===== src/hdl/prw_pkg.sv =====
`timescale 1ns / 1ps
// ----------------------------------------------------------------------------
// Prewitt edge magnitude package
// Shared widths, register codes, reset values and small types.
// ----------------------------------------------------------------------------
package prw_pkg;

    localparam int PIX_W       = 8;
    localparam int COL_W       = 10;
    localparam int ROW_W       = 16;
    localparam int IMG_W_W     = 11;
    localparam int CFG_DATA_W  = 16;
    localparam int CFG_IDX_W   = 1;
    localparam int SUM_W       = PIX_W + 2;
    localparam int MAG_W       = SUM_W + 1;

    localparam int LINE_MAX_DEF = 1024;
    localparam int MIN_DIM      = 3;
    localparam int WIN_EDGE     = MIN_DIM - 1;
    localparam int MAG_MAX      = 255;

    localparam logic [IMG_W_W-1:0] WIDTH_RESET  = IMG_W_W'(512);
    localparam logic [ROW_W-1:0]   HEIGHT_RESET = ROW_W'(512);

    localparam logic [CFG_IDX_W-1:0] REG_IMAGE_WIDTH  = 1'b0;
    localparam logic [CFG_IDX_W-1:0] REG_IMAGE_HEIGHT = 1'b1;

    typedef logic [PIX_W-1:0] pix_t;

    typedef struct packed {
        pix_t top;
        pix_t mid;
    } lb_taps_t;

endpackage


===== src/hdl/prw_window.sv =====
`timescale 1ns / 1ps
// ----------------------------------------------------------------------------
// Prewitt window and gradient
// 3x3 pixel window and the saturated sum of absolute gradients.
// ----------------------------------------------------------------------------
module prw_window
    import prw_pkg::*;
(
    input  logic     clk,
    input  logic     rst_n,
    input  logic     shift_en,
    input  lb_taps_t taps,
    input  pix_t     px,
    output pix_t     magnitude
);

    pix_t             win_reg [9];
    logic [SUM_W-1:0] gx_left;
    logic [SUM_W-1:0] gx_right;
    logic [SUM_W-1:0] gy_top;
    logic [SUM_W-1:0] gy_bottom;
    logic [SUM_W-1:0] abs_gx;
    logic [SUM_W-1:0] abs_gy;
    logic [MAG_W-1:0] mag_sum;

    // Sums are taken over the window as it stands after this item's shift.
    always_comb
    begin
        gx_left   = SUM_W'(win_reg[1]) + SUM_W'(win_reg[4]) + SUM_W'(win_reg[7]);
        gx_right  = SUM_W'(taps.top) + SUM_W'(taps.mid) + SUM_W'(px);
        gy_top    = SUM_W'(win_reg[1]) + SUM_W'(win_reg[2]) + SUM_W'(taps.top);
        gy_bottom = SUM_W'(win_reg[7]) + SUM_W'(win_reg[8]) + SUM_W'(px);
        abs_gx    = (gx_left >= gx_right) ? gx_left - gx_right : gx_right - gx_left;
        abs_gy    = (gy_top >= gy_bottom) ? gy_top - gy_bottom : gy_bottom - gy_top;
        mag_sum   = MAG_W'(abs_gx) + MAG_W'(abs_gy);
        if (mag_sum > MAG_W'(MAG_MAX))
        begin
            magnitude = PIX_W'(MAG_MAX);
        end
        else
        begin
            magnitude = PIX_W'(mag_sum);
        end
    end

    always_ff @(posedge clk or negedge rst_n)
    begin
        if (!rst_n)
        begin
            for (int i = 0; i < 9; i++)
            begin
                win_reg[i] <= '0;
            end
        end
        else if (shift_en)
        begin
            for (int i = 0; i < 3; i++)
            begin
                win_reg[i*3]     <= win_reg[i*3 + 1];
                win_reg[i*3 + 1] <= win_reg[i*3 + 2];
            end
            win_reg[2] <= taps.top;
            win_reg[5] <= taps.mid;
            win_reg[8] <= px;
        end
    end

endmodule


===== config.mk =====
export PLATFORM = sky130hd
export DESIGN_NAME = prw_window
export DESIGN_NICKNAME = d
export VERILOG_FILES = /design/src/hdl/prw_pkg.sv /design/src/hdl/prw_window.sv
export SDC_FILE = /design/constraint.sdc
export NUM_CORES = 1
export LEC_CHECK = 0
export BUFFER_PORTS_ARGS = -buffer_cell sky130_fd_sc_hd__buf_2
export CAP_MARGIN = 20
export CORE_ASPECT_RATIO = 1.75
export CORE_MARGIN = 10
export CORE_UTILIZATION = 35
export DETAILED_ROUTE_END_ITERATION = 10
export GPL_TIMING_DRIVEN = 0
export PLACE_DENSITY = 0.5
export SETUP_SLACK_MARGIN = 0.15
export SYNTH_ARGS = -nofsm -noshare
export SYNTH_HDL_FRONTEND = slang
export SYNTH_SLANG_ARGS = --single-unit

===== constraint.sdc =====
create_clock -name clk -period 19.2 [get_ports clk]
set_clock_uncertainty 0.15 [all_clocks]
set_input_delay 5.76 -clock clk [delete_from_list [all_inputs] [get_ports clk]]
set_output_delay 5.76 -clock clk [all_outputs]
set_load 0.03 [all_outputs]

==> impl_metrics.ini <==
[cells_and_area]
area_growth_pct = 9.97
nNetsFinal = 804
largest_reg_flops = 48
fill_cells = 1682
final-seq-area_sq_mm = 0.00120
antennaDiodeCount = 0
layout-drive-gt1-share_pct = 13.6
fin_area_sq_mm = 0.00635
multiInputGateArea_sq_mm = 0.00415

[logic_synthesis]
ys_seq_area_share_pct = 20.8
ys_top_cells_by_area = dfrtp_1, ha_1, fa_1
synth_nets = 763
synthDistinctLibCells = 52
synth-main-ff-cell = dfrtp_1
ys_ff_latch = 48
synth_area_leader_cell = dfrtp_1
synthesis.area_sq_mm = 0.00578
yosys-top-cells-count = inv_1, ha_1, dfrtp_1, fa_1, nand2_1
synth_most_common_cell = inv_1
synthCells = 619
synth_edf_count = 0
avgSynthCellArea_sq_um = 9.33
yosysWarnings = 0
async_flop_share_pct = 100
yosysTopAreaCellShare_pct = 20.8

[hold_path]
min_path_type = reg -> reg
holdPathEnd = win_reg[60]$_DFFE_PN0P_
holdPathStages = 2
holdCritStartpoint = win_reg[52]$_DFFE_PN0P_

[clocking]
clock_latency_ps = 300
cts_hold_buffers = 0
clkSlewWorstSetupHoldPaths_ps = 60
post_cts_buffers = 0
htreeDepth = 2
clockBufferDepth = 2
clockRootBuffer = clkbuf_16
cts_sinks = 48
cts_buffers = 5
cts_tree = done
cts_resized = 0

[sta]
rsz0062_at_grt = no
slew_headroom_pct = 47.9
tightest_slew_ps = 782
drv_slew = 0
tns_ps = 0
period_needed_ps = 17680
post-route-period-util_pct = 92.1
hold_viol_final = 0
clock.fmax_mhz = 56.5
final-setup-viol-count = 0

[die]
fp.dieW_um = 117
num_io_pins = 35
die_h_um = 190
die-area_sq_mm = 0.0222
start_util_pct = 35.5
coreArea_sq_mm = 0.0163
num_rows = 62

[worst_setup_path]
reg2regPathDepth = 1
path_depth = 28
cp_max_fo = 10
r2r_end = win_reg[15]$_DFFE_PN0P_
r2r-start = win_reg[15]$_DFFE_PN0P_
cp.required_ps = 13290
start_kind = primary input
cp_slowest_stage_delay_ps = 430
worstSetupEndpointType = primary output
crit_buf_inv = 7
worstPathArrival_ps = 11770
path_delay_family = compound AO/OA/AOI/OAI gates
path_class = in -> out
r2r_setup_slack_ps = 18230
critPathSlowestCell = fa_1

[run]
drv_cap = 0

[drt]
dr.pass1.iters = 4
wl_per_cell_um = 16.0
wl_um = 13700
drc = 0
ant_nets = 0
viasPerCell = 4.99
drtIter0Drc = 107
vias = 4254

[placement]
post_dp_cell_area_sq_mm = 0.00618
hpwl_um = 12100
portBuffers = 33
gp_congestion = 0.928

[global_routing]
grt_max_degree = 49
grt_pass1_vias = 4731
antenna_found_initial = 0
grt_pass1_wl_um = 23000
gr-total-overflow = 0
grt_usage_pct = 13.1

[outcome]
outcome = finished, final reports clean
worst max-delay path by stage:
stage / start / slack, ps / endpoint
2_1_floorplan: taps[9] / 2510 / magnitude[7]
3_3_place_gp: taps[9] / 1480 / magnitude[7]
3_5_place_dp: taps[9] / 1400 / magnitude[7]
4_1_cts: taps[9] / 1390 / magnitude[7]
5_1_grt: taps[9] / 880 / magnitude[0]
6_report: taps[9] / 1520 / magnitude[7]
through the flow:
step,util (%),instances,setup WS (ps),hold WS [ps]
finish,39.0,853,1520,328
global route,39.0,853,878,352
CTS,38.9,852,1390,332
detailed placement,37.9,844,1400,317
global placement,37.9,844,1480,305
floorplan,-,619,2510,299
placed cells by master (no fill, tap or decap), drive strengths merged, types with 15 or more instances in the layout:
master,instances
fa,41
inv,96
dfrtp,48
buf,40
nor2,31
xnor2,29
ha,76
mux2,35
nand2,41
xor2,23
o21ai,37
a21oi,38
clkbuf,15
cells by family after synthesis:
| logic type | count (synthesis) | synth area share, % |
|---|---|---|
| xor gates and xnor gates | 52 | 7.89 |
| AOI/OAI and AO/OA | 135 | 15.5 |
| buffers and inverters | 110 | 7.43 |
| DFF | 48 | 20.8 |
| and+or+nand+nor | 110 | 8.84 |
| adders and majority gates | 117 | 30.7 |
| muxes | 47 | 8.90 |
metal layers:
metal	part of all wire, %	global-route usage (%)	up-vias
li1	-	-	2148
met1	38	13.5	2037
met2	57	25.6	47
met3	1.8	1.14	22
met4	2.8	5.49	0
met5	0	0	-
layout make-up:
cell class	count	share of cell area (%)
plain buffers	14	1.08
clock buffers	7	2.25
clock inverters	1	0.118
inverters	96	5.67
multi-input cells	461	65.3
flip-flops and latches	48	18.9
well taps	192	3.78
repair buffers	34	2.92
Power is not shown: default switching activity piles up to over one toggle a cycle in this logic, so the estimate is an artifact.
